## config.mk

```make
export PLATFORM = sky130hd
export DESIGN_NAME = xmodem_crc_receiver_core_flat
export DESIGN_NICKNAME = d
export VERILOG_FILES = /design/src/rtl/xcrc_pkg.sv /design/src/rtl/xcrc_if.sv /design/src/rtl/xcrc_in_reg.sv /design/src/rtl/xcrc_out_reg.sv /design/src/rtl/xcrc_engine.sv /design/src/rtl/xmodem_crc_receiver_core.sv /design/src/flat_wrapper.sv
export SDC_FILE = /design/constraint.sdc
export NUM_CORES = 1
export LEC_CHECK = 0
export ABC_AREA = 1
export ABC_CLOCK_PERIOD_IN_PS = 7650
export BUFFER_PORTS_ARGS = -buffer_cell sky130_fd_sc_hd__buf_2
export CORE_ASPECT_RATIO = 0.75
export CORE_MARGIN = 3
export CORE_UTILIZATION = 41
export DETAILED_ROUTE_END_ITERATION = 8
export PLACE_DENSITY = 0.54
export SYNTH_ARGS = -nofsm -noshare
export SYNTH_HDL_FRONTEND = slang
export SYNTH_SLANG_ARGS = --single-unit
```

## constraint.sdc

```tcl
create_clock -name i_clk -period 7.65 [get_ports i_clk]
set_input_delay 0.3825 -clock i_clk [delete_from_list [all_inputs] [get_ports i_clk]]
set_output_delay 0.3825 -clock i_clk [all_outputs]
set_load 0.02 [all_outputs]
```

## src/rtl/xcrc_pkg.sv

```systemverilog
// ============================================================================
// xcrc_pkg: shared types and constants for the XMODEM-CRC receiver
// Holds the protocol byte codes, the event and result encodings, the
// transfer structs exchanged between the stages, and the CRC-16 byte update.
// ============================================================================
`default_nettype none

package xcrc_pkg;

    // Protocol bytes
    localparam logic [7:0] BYTE_SOH    = 8'h01;
    localparam logic [7:0] BYTE_STX    = 8'h02;
    localparam logic [7:0] BYTE_EOT    = 8'h04;
    localparam logic [7:0] BYTE_ACK    = 8'h06;
    localparam logic [7:0] BYTE_NAK    = 8'h15;
    localparam logic [7:0] BYTE_CAN    = 8'h18;
    localparam logic [7:0] BYTE_C      = 8'h43;
    localparam logic [7:0] BYTE_INVERT = 8'hff;

    // CRC-16 (CCITT polynomial, init zero, high byte first)
    localparam logic [15:0] CRC_POLY   = 16'h1021;
    localparam logic [15:0] CRC_TOPBIT = 16'h8000;

    // Block geometry
    localparam int          POS_W       = 11;
    localparam logic [10:0] BLOCK_SMALL = 11'd128;
    localparam logic [10:0] BLOCK_LARGE = 11'd1024;

    // Configuration
    localparam int          CFG_IDX_W         = 1;
    localparam int          CFG_DATA_W        = 32;
    localparam logic [3:0]  ERROR_LIMIT_RESET = 4'd10;

    typedef enum logic [CFG_IDX_W-1:0] {
        CFG_TOTAL_LENGTH = 1'b0,
        CFG_ERROR_LIMIT  = 1'b1
    } t_cfg_idx;

    typedef enum logic [1:0] {
        KIND_START   = 2'd0,
        KIND_BYTE    = 2'd1,
        KIND_TIMEOUT = 2'd2
    } t_kind;

    typedef enum logic [1:0] {
        VERDICT_NONE   = 2'd0,
        VERDICT_COMMIT = 2'd1,
        VERDICT_DROP   = 2'd2
    } t_verdict;

    typedef enum logic [2:0] {
        ST_RUNNING   = 3'd0,
        ST_OK        = 3'd1,
        ST_SHORT     = 3'd2,
        ST_NO_SENDER = 3'd3,
        ST_BLK_TMO   = 3'd4,
        ST_BAD_BLK   = 3'd5,
        ST_CANCELLED = 3'd6
    } t_status;

    typedef struct packed {
        logic [1:0] kind;
        logic [7:0] rx_byte;
    } t_item;

    typedef struct packed {
        logic        reply_valid;
        logic [7:0]  reply_byte;
        logic        data_valid;
        logic [7:0]  data_byte;
        logic [1:0]  block_verdict;
        logic        done_res;
        logic [2:0]  status;
        logic [31:0] bytes_received;
    } t_result;

    typedef struct packed {
        logic                  valid;
        logic [CFG_IDX_W-1:0]  index;
        logic [CFG_DATA_W-1:0] data;
    } t_cfg_wr;

    // Fold one byte into the running CRC, one bit per step
    function automatic logic [15:0] crc16_byte(input logic [15:0] crc_in,
                                               input logic [7:0]  data);
        logic [15:0] c;
        c = crc_in ^ {data, 8'h00};
        for (int i = 0; i < 8; i++) begin
            if ((c & CRC_TOPBIT) != 16'h0000) begin
                c = {c[14:0], 1'b0} ^ CRC_POLY;
            end else begin
                c = {c[14:0], 1'b0};
            end
        end
        return c;
    endfunction

endpackage

`default_nettype wire

```

## src/rtl/xcrc_if.sv

```systemverilog
// ============================================================================
// xcrc_if: channel interfaces of the XMODEM-CRC receiver
// Event input channel, result output channel and configuration write
// channel, each with valid/ready and its payload.
// ============================================================================
`default_nettype none

interface xcrc_in_if;
    logic       valid;
    logic       ready;
    logic [1:0] kind;
    logic [7:0] rx_byte;

    modport source (output valid, kind, rx_byte, input ready);
    modport sink   (input valid, kind, rx_byte, output ready);
endinterface

interface xcrc_out_if;
    logic        valid;
    logic        ready;
    logic        reply_valid;
    logic [7:0]  reply_byte;
    logic        data_valid;
    logic [7:0]  data_byte;
    logic [1:0]  block_verdict;
    logic        done_res;
    logic [2:0]  status;
    logic [31:0] bytes_received;

    modport source (output valid, reply_valid, reply_byte, data_valid, data_byte,
                    block_verdict, done_res, status, bytes_received,
                    input ready);
    modport sink   (input valid, reply_valid, reply_byte, data_valid, data_byte,
                    block_verdict, done_res, status, bytes_received,
                    output ready);
endinterface

interface xcrc_cfg_if;
    logic                             valid;
    logic                             ready;
    logic [xcrc_pkg::CFG_IDX_W-1:0]   index;
    logic [xcrc_pkg::CFG_DATA_W-1:0]  data;

    modport source (output valid, index, data, input ready);
    modport sink   (input valid, index, data, output ready);
endinterface

`default_nettype wire

```

## src/rtl/xcrc_in_reg.sv

```systemverilog
// ============================================================================
// xcrc_in_reg: input register stage
// Captures one event per transfer and holds it until the engine consumes it.
// ============================================================================
`default_nettype none

module xcrc_in_reg (
    input  wire logic          i_clk,
    input  wire logic          i_rst_n,
    input  wire logic          i_valid,
    input  wire xcrc_pkg::t_item i_item,
    output logic               o_ready,
    input  wire logic          i_free,
    output logic               o_valid,
    output xcrc_pkg::t_item    o_item
);

    logic            r_valid;
    xcrc_pkg::t_item r_item;
    logic            take;

    // Accept when empty or when the held event moves on this cycle
    assign o_ready = !r_valid || i_free;
    assign take    = i_valid && o_ready;

    // Hold valid flag
    always_ff @(posedge i_clk) begin
        if (!i_rst_n) begin
            r_valid <= 1'b0;
        end else if (take) begin
            r_valid <= 1'b1;
        end else if (i_free) begin
            r_valid <= 1'b0;
        end
    end

    // Capture payload
    always_ff @(posedge i_clk) begin
        if (take) begin
            r_item <= i_item;
        end
    end

    assign o_valid = r_valid;
    assign o_item  = r_item;

endmodule

`default_nettype wire

```

## src/rtl/xcrc_out_reg.sv

```systemverilog
// ============================================================================
// xcrc_out_reg: result register stage
// Holds a finished result until the sink takes it; frees itself in the same
// cycle the sink accepts, so a new result can land every cycle while it does.
// ============================================================================
`default_nettype none

module xcrc_out_reg (
    input  wire logic            i_clk,
    input  wire logic            i_rst_n,
    input  wire logic            i_adv,
    input  wire xcrc_pkg::t_result i_res,
    output logic                 o_free,
    output logic                 o_valid,
    output xcrc_pkg::t_result    o_res,
    input  wire logic            i_ready
);

    logic              r_valid;
    xcrc_pkg::t_result r_res;

    assign o_free = !r_valid || i_ready;

    // Hold valid flag
    always_ff @(posedge i_clk) begin
        if (!i_rst_n) begin
            r_valid <= 1'b0;
        end else if (i_adv) begin
            r_valid <= 1'b1;
        end else if (i_ready) begin
            r_valid <= 1'b0;
        end
    end

    // Capture result
    always_ff @(posedge i_clk) begin
        if (i_adv) begin
            r_res <= i_res;
        end
    end

    assign o_valid = r_valid;
    assign o_res   = r_res;

endmodule

`default_nettype wire

```

## src/rtl/xcrc_engine.sv

```systemverilog
// ============================================================================
// xcrc_engine: receiver protocol engine
// Holds the transfer state and configuration registers and computes the
// result of one event in a single combinational pass.
// ============================================================================
`default_nettype none

module xcrc_engine (
    input  wire logic              i_clk,
    input  wire logic              i_rst_n,
    input  wire xcrc_pkg::t_cfg_wr i_cfg,
    input  wire logic              i_adv,
    input  wire xcrc_pkg::t_item   i_item,
    output xcrc_pkg::t_result      o_res
);

    typedef enum logic [1:0] {
        PH_IDLE  = 2'd0,
        PH_HEAD  = 2'd1,
        PH_BLOCK = 2'd2
    } t_phase;

    // Configuration
    logic [31:0] r_total_length;
    logic [3:0]  r_error_limit;

    // Transfer state
    t_phase      r_phase,        n_phase;
    logic        r_large,        n_large;
    logic [10:0] r_pos,          n_pos;
    logic [7:0]  r_block_number, n_block_number;
    logic        r_num_ok,       n_num_ok;
    logic [15:0] r_crc,          n_crc;
    logic [7:0]  r_crc_high,     n_crc_high;
    logic [7:0]  r_expected,     n_expected;
    logic [3:0]  r_err,          n_err;
    logic [31:0] r_committed,    n_committed;
    logic [10:0] r_take,         n_take;

    // Helpers
    logic [7:0]  b;
    logic [10:0] size;
    logic [31:0] left;
    logic [10:0] take_new;
    logic [15:0] crc_next;
    logic [4:0]  err_inc;
    logic        err_fail;
    logic [10:0] pos_m2;
    xcrc_pkg::t_result res;

    assign b        = i_item.rx_byte;
    assign size     = r_large ? xcrc_pkg::BLOCK_LARGE : xcrc_pkg::BLOCK_SMALL;
    assign left     = r_total_length - r_committed;
    assign take_new = (left < {21'd0, size}) ? left[10:0] : size;
    assign crc_next = xcrc_pkg::crc16_byte(r_crc, b);
    assign err_inc  = {1'b0, r_err} + 5'd1;
    assign err_fail = err_inc > {1'b0, r_error_limit};
    assign pos_m2   = r_pos - 11'd2;

    // Compute next state and the result of the current event
    always_comb begin
        n_phase        = r_phase;
        n_large        = r_large;
        n_pos          = r_pos;
        n_block_number = r_block_number;
        n_num_ok       = r_num_ok;
        n_crc          = r_crc;
        n_crc_high     = r_crc_high;
        n_expected     = r_expected;
        n_err          = r_err;
        n_committed    = r_committed;
        n_take         = r_take;
        res            = '0;

        unique case (i_item.kind)
            xcrc_pkg::KIND_START: begin
                if (r_phase == PH_BLOCK) begin
                    res.block_verdict = xcrc_pkg::VERDICT_DROP;
                end
                n_phase         = PH_HEAD;
                n_expected      = 8'd1;
                n_err           = 4'd0;
                n_committed     = 32'd0;
                n_take          = 11'd0;
                n_pos           = 11'd0;
                res.reply_valid = 1'b1;
                res.reply_byte  = xcrc_pkg::BYTE_C;
            end
            xcrc_pkg::KIND_BYTE: begin
                if (r_phase == PH_HEAD) begin
                    // Look for a header, EOT or CAN; drop anything else
                    priority if (b == xcrc_pkg::BYTE_EOT) begin
                        res.reply_valid = 1'b1;
                        res.reply_byte  = xcrc_pkg::BYTE_ACK;
                        res.done_res    = 1'b1;
                        res.status      = (r_committed == r_total_length) ?
                                          xcrc_pkg::ST_OK : xcrc_pkg::ST_SHORT;
                        n_phase         = PH_IDLE;
                    end else if (b == xcrc_pkg::BYTE_CAN) begin
                        res.done_res = 1'b1;
                        res.status   = xcrc_pkg::ST_CANCELLED;
                        n_phase      = PH_IDLE;
                    end else if (b == xcrc_pkg::BYTE_SOH || b == xcrc_pkg::BYTE_STX) begin
                        n_phase  = PH_BLOCK;
                        n_large  = (b == xcrc_pkg::BYTE_STX);
                        n_pos    = 11'd0;
                        n_crc    = 16'h0000;
                        n_num_ok = 1'b0;
                        n_take   = 11'd0;
                    end else begin
                    end
                end else if (r_phase == PH_BLOCK) begin
                    // Walk through number, complement, data and CRC
                    priority if (r_pos == 11'd0) begin
                        n_block_number = b;
                        n_take         = (b == r_expected) ? take_new : 11'd0;
                    end else if (r_pos == 11'd1) begin
                        n_num_ok = ((b ^ xcrc_pkg::BYTE_INVERT) == r_block_number);
                    end else if (r_pos < size + 11'd2) begin
                        n_crc = crc_next;
                        if (pos_m2 < r_take) begin
                            res.data_valid = 1'b1;
                            res.data_byte  = b;
                        end
                    end else if (r_pos == size + 11'd2) begin
                        n_crc_high = b;
                    end else begin
                        if (r_num_ok && ({r_crc_high, b} == r_crc)) begin
                            if (r_block_number == r_expected) begin
                                n_committed = r_committed + {21'd0, r_take};
                                n_expected  = r_expected + 8'd1;
                                n_err       = 4'd0;
                            end
                            res.block_verdict = xcrc_pkg::VERDICT_COMMIT;
                            res.reply_valid   = 1'b1;
                            res.reply_byte    = xcrc_pkg::BYTE_ACK;
                            n_phase           = PH_HEAD;
                        end else begin
                            res.block_verdict = xcrc_pkg::VERDICT_DROP;
                            if (err_fail) begin
                                res.done_res = 1'b1;
                                res.status   = xcrc_pkg::ST_BAD_BLK;
                                n_phase      = PH_IDLE;
                            end else begin
                                n_err           = err_inc[3:0];
                                res.reply_valid = 1'b1;
                                res.reply_byte  = xcrc_pkg::BYTE_NAK;
                                n_phase         = PH_HEAD;
                            end
                        end
                    end
                    n_pos = r_pos + 11'd1;
                end
            end
            xcrc_pkg::KIND_TIMEOUT: begin
                if (r_phase == PH_HEAD) begin
                    if (err_fail) begin
                        res.done_res = 1'b1;
                        res.status   = xcrc_pkg::ST_NO_SENDER;
                        n_phase      = PH_IDLE;
                    end else begin
                        n_err           = err_inc[3:0];
                        res.reply_valid = 1'b1;
                        res.reply_byte  = (r_committed != 32'd0) ?
                                          xcrc_pkg::BYTE_NAK : xcrc_pkg::BYTE_C;
                    end
                end else if (r_phase == PH_BLOCK) begin
                    res.block_verdict = xcrc_pkg::VERDICT_DROP;
                    if (err_fail) begin
                        res.done_res = 1'b1;
                        res.status   = xcrc_pkg::ST_BLK_TMO;
                        n_phase      = PH_IDLE;
                    end else begin
                        n_err           = err_inc[3:0];
                        res.reply_valid = 1'b1;
                        res.reply_byte  = xcrc_pkg::BYTE_NAK;
                        n_phase         = PH_HEAD;
                    end
                end
            end
            default: begin
            end
        endcase

        res.bytes_received = n_committed;
    end

    assign o_res = res;

    // Configuration registers
    always_ff @(posedge i_clk) begin
        if (!i_rst_n) begin
            r_total_length <= 32'd0;
            r_error_limit  <= xcrc_pkg::ERROR_LIMIT_RESET;
        end else if (i_cfg.valid) begin
            unique case (i_cfg.index)
                xcrc_pkg::CFG_TOTAL_LENGTH: r_total_length <= i_cfg.data;
                xcrc_pkg::CFG_ERROR_LIMIT:  r_error_limit  <= i_cfg.data[3:0];
            endcase
        end
    end

    // Advance transfer state once per consumed event
    always_ff @(posedge i_clk) begin
        if (!i_rst_n) begin
            r_phase        <= PH_IDLE;
            r_large        <= 1'b0;
            r_pos          <= 11'd0;
            r_block_number <= 8'd0;
            r_num_ok       <= 1'b0;
            r_crc          <= 16'h0000;
            r_crc_high     <= 8'd0;
            r_expected     <= 8'd1;
            r_err          <= 4'd0;
            r_committed    <= 32'd0;
            r_take         <= 11'd0;
        end else if (i_adv) begin
            r_phase        <= n_phase;
            r_large        <= n_large;
            r_pos          <= n_pos;
            r_block_number <= n_block_number;
            r_num_ok       <= n_num_ok;
            r_crc          <= n_crc;
            r_crc_high     <= n_crc_high;
            r_expected     <= n_expected;
            r_err          <= n_err;
            r_committed    <= n_committed;
            r_take         <= n_take;
        end
    end

    // A finished transfer leaves the engine idle
    a_done_idle: assert property (@(posedge i_clk) disable iff (!i_rst_n)
        (i_adv && res.done_res) |=> (r_phase == PH_IDLE))
        else $error("transfer end did not return to idle");

    // Data bytes only come out of a block
    a_data_in_block: assert property (@(posedge i_clk) disable iff (!i_rst_n)
        (i_adv && res.data_valid) |-> (r_phase == PH_BLOCK))
        else $error("data byte outside a block");

    // A commit always goes with an ACK
    a_commit_ack: assert property (@(posedge i_clk) disable iff (!i_rst_n)
        (res.block_verdict == xcrc_pkg::VERDICT_COMMIT) |->
        (res.reply_valid && res.reply_byte == xcrc_pkg::BYTE_ACK))
        else $error("commit verdict without ACK");

    // Block position never runs past the last CRC byte
    a_pos_bound: assert property (@(posedge i_clk) disable iff (!i_rst_n)
        (r_phase == PH_BLOCK) |-> (r_pos <= size + 11'd3))
        else $error("block position past end of block");

endmodule

`default_nettype wire

```

## src/rtl/xmodem_crc_receiver_core.sv

```systemverilog
// Throughput: 1 event per cycle while the result channel accepts; each event
// takes one pass through the engine from the input register to the result
// register, which holds its result for the output channel.
// The output register frees itself in the cycle its result is taken.
// Reset (synchronous, active low) empties both stages, returns the engine to
// idle and sets total_length to 0 and error_limit to 10.
// ============================================================================
// xmodem_crc_receiver_core: XMODEM-CRC / XMODEM-1K receiver top level
// Takes start, byte and timeout events, produces one result per event with
// reply, tentative data, block verdict and transfer status.
// ============================================================================
`default_nettype none

module xmodem_crc_receiver_core (
    input  wire logic  i_clk,
    input  wire logic  i_rst_n,
    xcrc_in_if.sink    i_item,
    xcrc_out_if.source o_res,
    xcrc_cfg_if.sink   i_cfg
);

    xcrc_pkg::t_item   in_item;
    xcrc_pkg::t_item   st_item;
    xcrc_pkg::t_result eng_res;
    xcrc_pkg::t_result out_res;
    xcrc_pkg::t_cfg_wr cfg_wr;
    logic              st_valid;
    logic              out_free;
    logic              adv;

    // Pack channel payloads
    assign in_item.kind    = i_item.kind;
    assign in_item.rx_byte = i_item.rx_byte;

    assign i_cfg.ready  = 1'b1;
    assign cfg_wr.valid = i_cfg.valid;
    assign cfg_wr.index = i_cfg.index;
    assign cfg_wr.data  = i_cfg.data;

    // Consume the held event when the result register can take its result
    assign adv = st_valid && out_free;

    xcrc_in_reg u_in_reg (
        .i_clk   (i_clk),
        .i_rst_n (i_rst_n),
        .i_valid (i_item.valid),
        .i_item  (in_item),
        .o_ready (i_item.ready),
        .i_free  (out_free),
        .o_valid (st_valid),
        .o_item  (st_item)
    );

    xcrc_engine u_engine (
        .i_clk   (i_clk),
        .i_rst_n (i_rst_n),
        .i_cfg   (cfg_wr),
        .i_adv   (adv),
        .i_item  (st_item),
        .o_res   (eng_res)
    );

    xcrc_out_reg u_out_reg (
        .i_clk   (i_clk),
        .i_rst_n (i_rst_n),
        .i_adv   (adv),
        .i_res   (eng_res),
        .o_free  (out_free),
        .o_valid (o_res.valid),
        .o_res   (out_res),
        .i_ready (o_res.ready)
    );

    // Unpack result payload
    assign o_res.reply_valid    = out_res.reply_valid;
    assign o_res.reply_byte     = out_res.reply_byte;
    assign o_res.data_valid     = out_res.data_valid;
    assign o_res.data_byte      = out_res.data_byte;
    assign o_res.block_verdict  = out_res.block_verdict;
    assign o_res.done_res       = out_res.done_res;
    assign o_res.status         = out_res.status;
    assign o_res.bytes_received = out_res.bytes_received;

endmodule

`default_nettype wire

```

## src/flat_wrapper.sv

```systemverilog
// flat-port wrapper written by rule: the top's interface ports become plain ports
module xmodem_crc_receiver_core_flat 
  (i_clk, i_rst_n, i_item_valid, i_item_kind, i_item_rx_byte, i_item_ready, o_res_valid, o_res_reply_valid, o_res_reply_byte, o_res_data_valid, o_res_data_byte, o_res_block_verdict, o_res_done_res, o_res_status, o_res_bytes_received, o_res_ready, i_cfg_valid, i_cfg_index, i_cfg_data, i_cfg_ready);
  xcrc_in_if i_item_i ();
  xcrc_out_if o_res_i ();
  xcrc_cfg_if i_cfg_i ();
  input  wire logic i_clk;
  input  wire logic i_rst_n;
  input wire logic [$bits(i_item_i.valid)-1:0] i_item_valid;
  input wire logic [$bits(i_item_i.kind)-1:0] i_item_kind;
  input wire logic [$bits(i_item_i.rx_byte)-1:0] i_item_rx_byte;
  output wire logic [$bits(i_item_i.ready)-1:0] i_item_ready;
  output wire logic [$bits(o_res_i.valid)-1:0] o_res_valid;
  output wire logic [$bits(o_res_i.reply_valid)-1:0] o_res_reply_valid;
  output wire logic [$bits(o_res_i.reply_byte)-1:0] o_res_reply_byte;
  output wire logic [$bits(o_res_i.data_valid)-1:0] o_res_data_valid;
  output wire logic [$bits(o_res_i.data_byte)-1:0] o_res_data_byte;
  output wire logic [$bits(o_res_i.block_verdict)-1:0] o_res_block_verdict;
  output wire logic [$bits(o_res_i.done_res)-1:0] o_res_done_res;
  output wire logic [$bits(o_res_i.status)-1:0] o_res_status;
  output wire logic [$bits(o_res_i.bytes_received)-1:0] o_res_bytes_received;
  input wire logic [$bits(o_res_i.ready)-1:0] o_res_ready;
  input wire logic [$bits(i_cfg_i.valid)-1:0] i_cfg_valid;
  input wire logic [$bits(i_cfg_i.index)-1:0] i_cfg_index;
  input wire logic [$bits(i_cfg_i.data)-1:0] i_cfg_data;
  output wire logic [$bits(i_cfg_i.ready)-1:0] i_cfg_ready;
  assign i_item_i.valid = i_item_valid;
  assign i_item_i.kind = i_item_kind;
  assign i_item_i.rx_byte = i_item_rx_byte;
  assign i_item_ready = i_item_i.ready;
  assign o_res_valid = o_res_i.valid;
  assign o_res_reply_valid = o_res_i.reply_valid;
  assign o_res_reply_byte = o_res_i.reply_byte;
  assign o_res_data_valid = o_res_i.data_valid;
  assign o_res_data_byte = o_res_i.data_byte;
  assign o_res_block_verdict = o_res_i.block_verdict;
  assign o_res_done_res = o_res_i.done_res;
  assign o_res_status = o_res_i.status;
  assign o_res_bytes_received = o_res_i.bytes_received;
  assign o_res_i.ready = o_res_ready;
  assign i_cfg_i.valid = i_cfg_valid;
  assign i_cfg_i.index = i_cfg_index;
  assign i_cfg_i.data = i_cfg_data;
  assign i_cfg_ready = i_cfg_i.ready;
  xmodem_crc_receiver_core u_core (.i_clk(i_clk), .i_rst_n(i_rst_n), .i_item(i_item_i), .o_res(o_res_i), .i_cfg(i_cfg_i));
endmodule
```

==> flow_summary_export.csv <==
group,metric,value,unit
outcome,run_status,"completed",
cts,cts_num_sinks,203,
routing,ant_nets,0,
die,die_h,166.2,um
routing,drt-pass1-iter-count,6,
synth,ys_types,53,
cts,clock_latency,0.55,ns
synth,synthDominantCellAreaShare,19.98,%
min_path,whs_path_depth,3,
die,die_width,219.6,um
synth,async_reset_ff_share,0,%
cells_and_area,num-fill-cells,3457,
synth,syn-mean-instance-area,6.689,um2
global_routing,grt_pass1_vias,12460,
global_routing,grt_max_degree,69,
cts,post_cts.repair.setup_buffers,0,
cts,cts.path.max_buffers,3,
power_and_ir_drop,power.static_leakage,7.640,nW
cts,clock_root_buffer,"clkbuf_16",
power_and_ir_drop,ir_drop,0.0001479,V
routing,dr_vias,13870,
worst_setup_path,r2r_setup_slack,3.47,ns
power_and_ir_drop,power_share_of_the_clock_group,38.1,%
routing,vias_per_cell,5.245,
power_and_ir_drop,sw_frac_of_total,33.81,%
sta,min_period_over_period,54.67,%
die,top_level_ports,107,
worst_setup_path,worst-endpoint-arrival,4.64,ns
global_routing,antenna_violations_before_repair,1,
min_path,min_from,"i_cfg_data[17]",
sta,final_report_max_slew_violation_count,0,
die,rows,57,
die,design.die.area,36490,um2
cells_and_area,finalNetCount,2310,
synth,yosys.cell_count.top_type,"nand2_1",
sta,fin_worst_skew,0.02977,ns
worst_setup_path,worstReg2RegStart,"u_core.u_in_reg.o_item[9]$_DFFE_PP_",
global_routing,grt_pass1_wl,73780,um
synth,synthTopCellsByArea,"dfxtp_1 (20%), nand2_1 (14%), edfxtp_1 (13%), inv_1 (9.3%), ha_1 (6.7%)",
synth,count_of_yosys_warnings_during_synthesis,0,
routing,first_iter_violations,1839,
global_routing,grt.overflow.total,0,
power_and_ir_drop,net-switching-power,0.001080,W
sta,grt_setup_unrepaired,"false",
min_path,holdPathEnd,"u_core.u_engine.r_total_length[17]$_SDFFE_PN0P_",
sta,setup_violations,0,
cts,cts_clock_pin_slew_for_the_worst_setup_and_hold_paths,0.07,ns
placed_design,port_buffers,102,
cells_and_area,layout-drive-gt1-share,8.670,%
placed_design,detailedPlace.worstSlack,3.638,ns
synth,post_synth_inst_count,2097,
cells_and_area,diodes,0,
power_and_ir_drop,power.combinational.fraction,24.2,%
synth,synth-main-ff-cell,"dfxtp_1",
worst_setup_path,crit_end_category,"register",
routing,drt_wl_total,48160,um
sta,fin_tns_setup,0,ns
sta,relative_max_transition_margin,16.74,%
placed_design,total_half_perimeter_wirelength_after_legalization_and_detailed_placement,37370,um
die,start_util,42.48,%
synth,netlist_top_cells_count,"nand2_1 (525), inv_1 (346), nor2_1 (238)",
cts,cts_tree,"done",
sta,hold_viol_final,0,
min_path,worstHoldPathType,"primary input to register",
power_and_ir_drop,internal_power,0.002114,W
worst_setup_path,r2r-end,"u_core.u_engine.r_take[4]$_SDFFE_PN0P_",
power_and_ir_drop,share_seq_of_total_power,37.6,%
job,count_of_max_cap_constraint_violations,0,
worst_setup_path,timing.critical_path.fanout_max,20,
worst_setup_path,timing.reg2reg.worst_path_depth,10,
sta,finalWorstPathRequiredPeriod,4.182,ns
sta,max_clock_freq,239.1,MHz
routing,avgRoutedWirePerCell,18.21,um
sta,postLayoutSetupSlackWorst,3.468,ns
worst_setup_path,worst_setup_path_start_kind,"register",
routing,detail_route.drc_violations,0,
global_routing,globalRouteTotalUtil,25.95,%
synth,ys_seq_area_share,33.47,%
worst_setup_path,critPathRequiredTime,8.10,ns
die,floorplan.core_area,33020,um2
synth,ys_seq_elements,203,
synth,synth-edff-count,63,
worst_setup_path,critPathKind,"register to register",
cts,cts_inserted_buffers,24,
synth,netlist.top_cell.by_area,"dfxtp_1",
power_and_ir_drop,pwr_density_cell,202.2,nW/um2
cells_and_area,syn_to_final_growth,12.59,%
placed_design,place.gp.congestion,0.9441,
cts,cts_max_level,1,
synth,total_standard_cell_area_after_synthesis,14030,um2
sta,tightest_slew,1.237,ns
layer usage:
layer / vias up / track usage (%) / wire (um)
li1: 6963 / - / -
met3: 49 / 4.646 / 4182
met1: 6342 / 43.29 / 24910
met5: - / 0 / 0
met4: 0 / 4.141 / 771
met2: 520 / 34.20 / 18300
critical path, stage by stage, from the launching register on:
cell and delay, ns:
edfxtp_1 0.42, inv_1 0.11, ha_1 0.82, nor2_1 0.51, nor2_1 0.26, inv_1 0.06
nor2_1 0.31, o21ai_1 0.39, nor4_2 0.86, nand4_1 0.18, a21oi_1 0.18
timing repair:
action                                  CTS  global route
gates resized for setup                   0             0
endpoints found under the setup margin    0             0
hold buffers                              8             0
hold endpoints to repair                  8             0
per-stage QoR:
stage / hold slack (ns) / cell area [um2] / total power (W) / util, % / instances
after global placement: 0.4674 / 14900 / 0.001972 / 45.11 / 2593
after floorplan: 0.4331 / 14030 / 0.001731 / - / 2099
final: 0.05018 / 15790 / 0.003194 / 47.82 / 2645
after detailed placement: 0.4726 / 14900 / 0.001972 / 45.11 / 2593
after CTS: 0.02910 / 15790 / 0.003206 / 47.82 / 2645
after global routing: 0.04971 / 15790 / 0.003370 / 47.82 / 2645
sequential cells by signal (all words and copies together), names as in the netlist:
register / cells
u_core.u_out_reg.o_res: 53
u_core.u_engine.r_committed: 32
u_core.u_engine.r_total_length: 32
u_core.u_engine.r_crc: 16
u_core.u_engine.r_pos: 11
u_core.u_engine.r_take: 11
u_core.u_in_reg.o_item: 10
u_core.u_engine.r_block_number: 8
u_core.u_engine.r_crc_high: 8
u_core.u_engine.r_expected: 8
u_core.u_engine.r_err: 4
u_core.u_engine.r_error_limit: 4
u_core.u_engine.r_phase: 2
u_core.u_engine.r_large: 1
u_core.u_engine.r_num_ok: 1
u_core.u_in_reg.o_valid: 1
u_core.u_out_reg.o_valid: 1
layout by cell type, fill, tap and decap left out, types with 10 or more instances in the layout:
master     count
nor4_1        19
nor2_1       237
inv_2         10
a21oi_1      131
buf_2        102
o21ai_1       28
dfxtp_1      140
nand4_1       58
xor2_1        35
a211oi_1      24
xnor2_1       23
ha_1          75
clkbuf_16     24
inv_1        346
nor3_1        26
edfxtp_1      63
o21ai_0      109
nand2_1      524
nand3_1       92
and2_1        10
o211ai_1      12
power groups by stage:
stage	registers, W	clock network (W)	logic, W
3_5_place_dp	0.00122	0	0.000748
2_1_floorplan	0.00122	0	0.000509
3_3_place_gp	0.00122	0	0.000748
4_1_cts	0.00120	0.00125	0.000756
6_report	0.00120	0.00122	0.000774
5_1_grt	0.00121	0.00130	0.000865
worst max-delay path by stage:
stage | from | endpoint | cells past startpoint | slack, ns
final | u_core.u_in_reg.o_item[9]$_DFFE_PP_ | u_core.u_engine.r_take[4]$_SDFFE_PN0P_ | 10 | 3.47
after CTS | u_core.u_in_reg.o_item[9]$_DFFE_PP_ | u_core.u_engine.r_take[4]$_SDFFE_PN0P_ | 10 | 3.59
after global routing | u_core.u_in_reg.o_item[9]$_DFFE_PP_ | u_core.u_engine.r_take[4]$_SDFFE_PN0P_ | 10 | 3.18
after detailed placement | u_core.u_in_reg.o_item[9]$_DFFE_PP_ | u_core.u_engine.r_take[3]$_SDFFE_PN0P_ | 10 | 3.64
after floorplan | o_res_ready | u_core.u_out_reg.o_res[0]$_DFFE_PP_ | 5 | 4.82
after global placement | u_core.u_in_reg.o_item[9]$_DFFE_PP_ | u_core.u_engine.r_take[2]$_SDFFE_PN0P_ | 10 | 3.81
final cells by class:
cell class                 count  area [um2]  area share, %
multi-input combinational   1479        7726          48.93
sequential                   203        4695          29.73
inverter                     358        1344          8.510
timing repair buffer         119       658.1          4.168
clock buffer                  32       640.6          4.057
tap                          442       553.0          3.502
clock inverter                12       175.2          1.109
cell families after synthesis:
group,Yosys count,share of synthesized area [%]
AOI/OAI and AO/OA,331,13.05
xor gates and xnor gates,58,3.622
adders and majority gates,77,6.976
buffers and inverters,417,11.53
DFF,203,33.47
other,2,0.05354
and+or+nand+nor,1009,31.29
No activity file was read; power rests on OpenSTA's default activity.
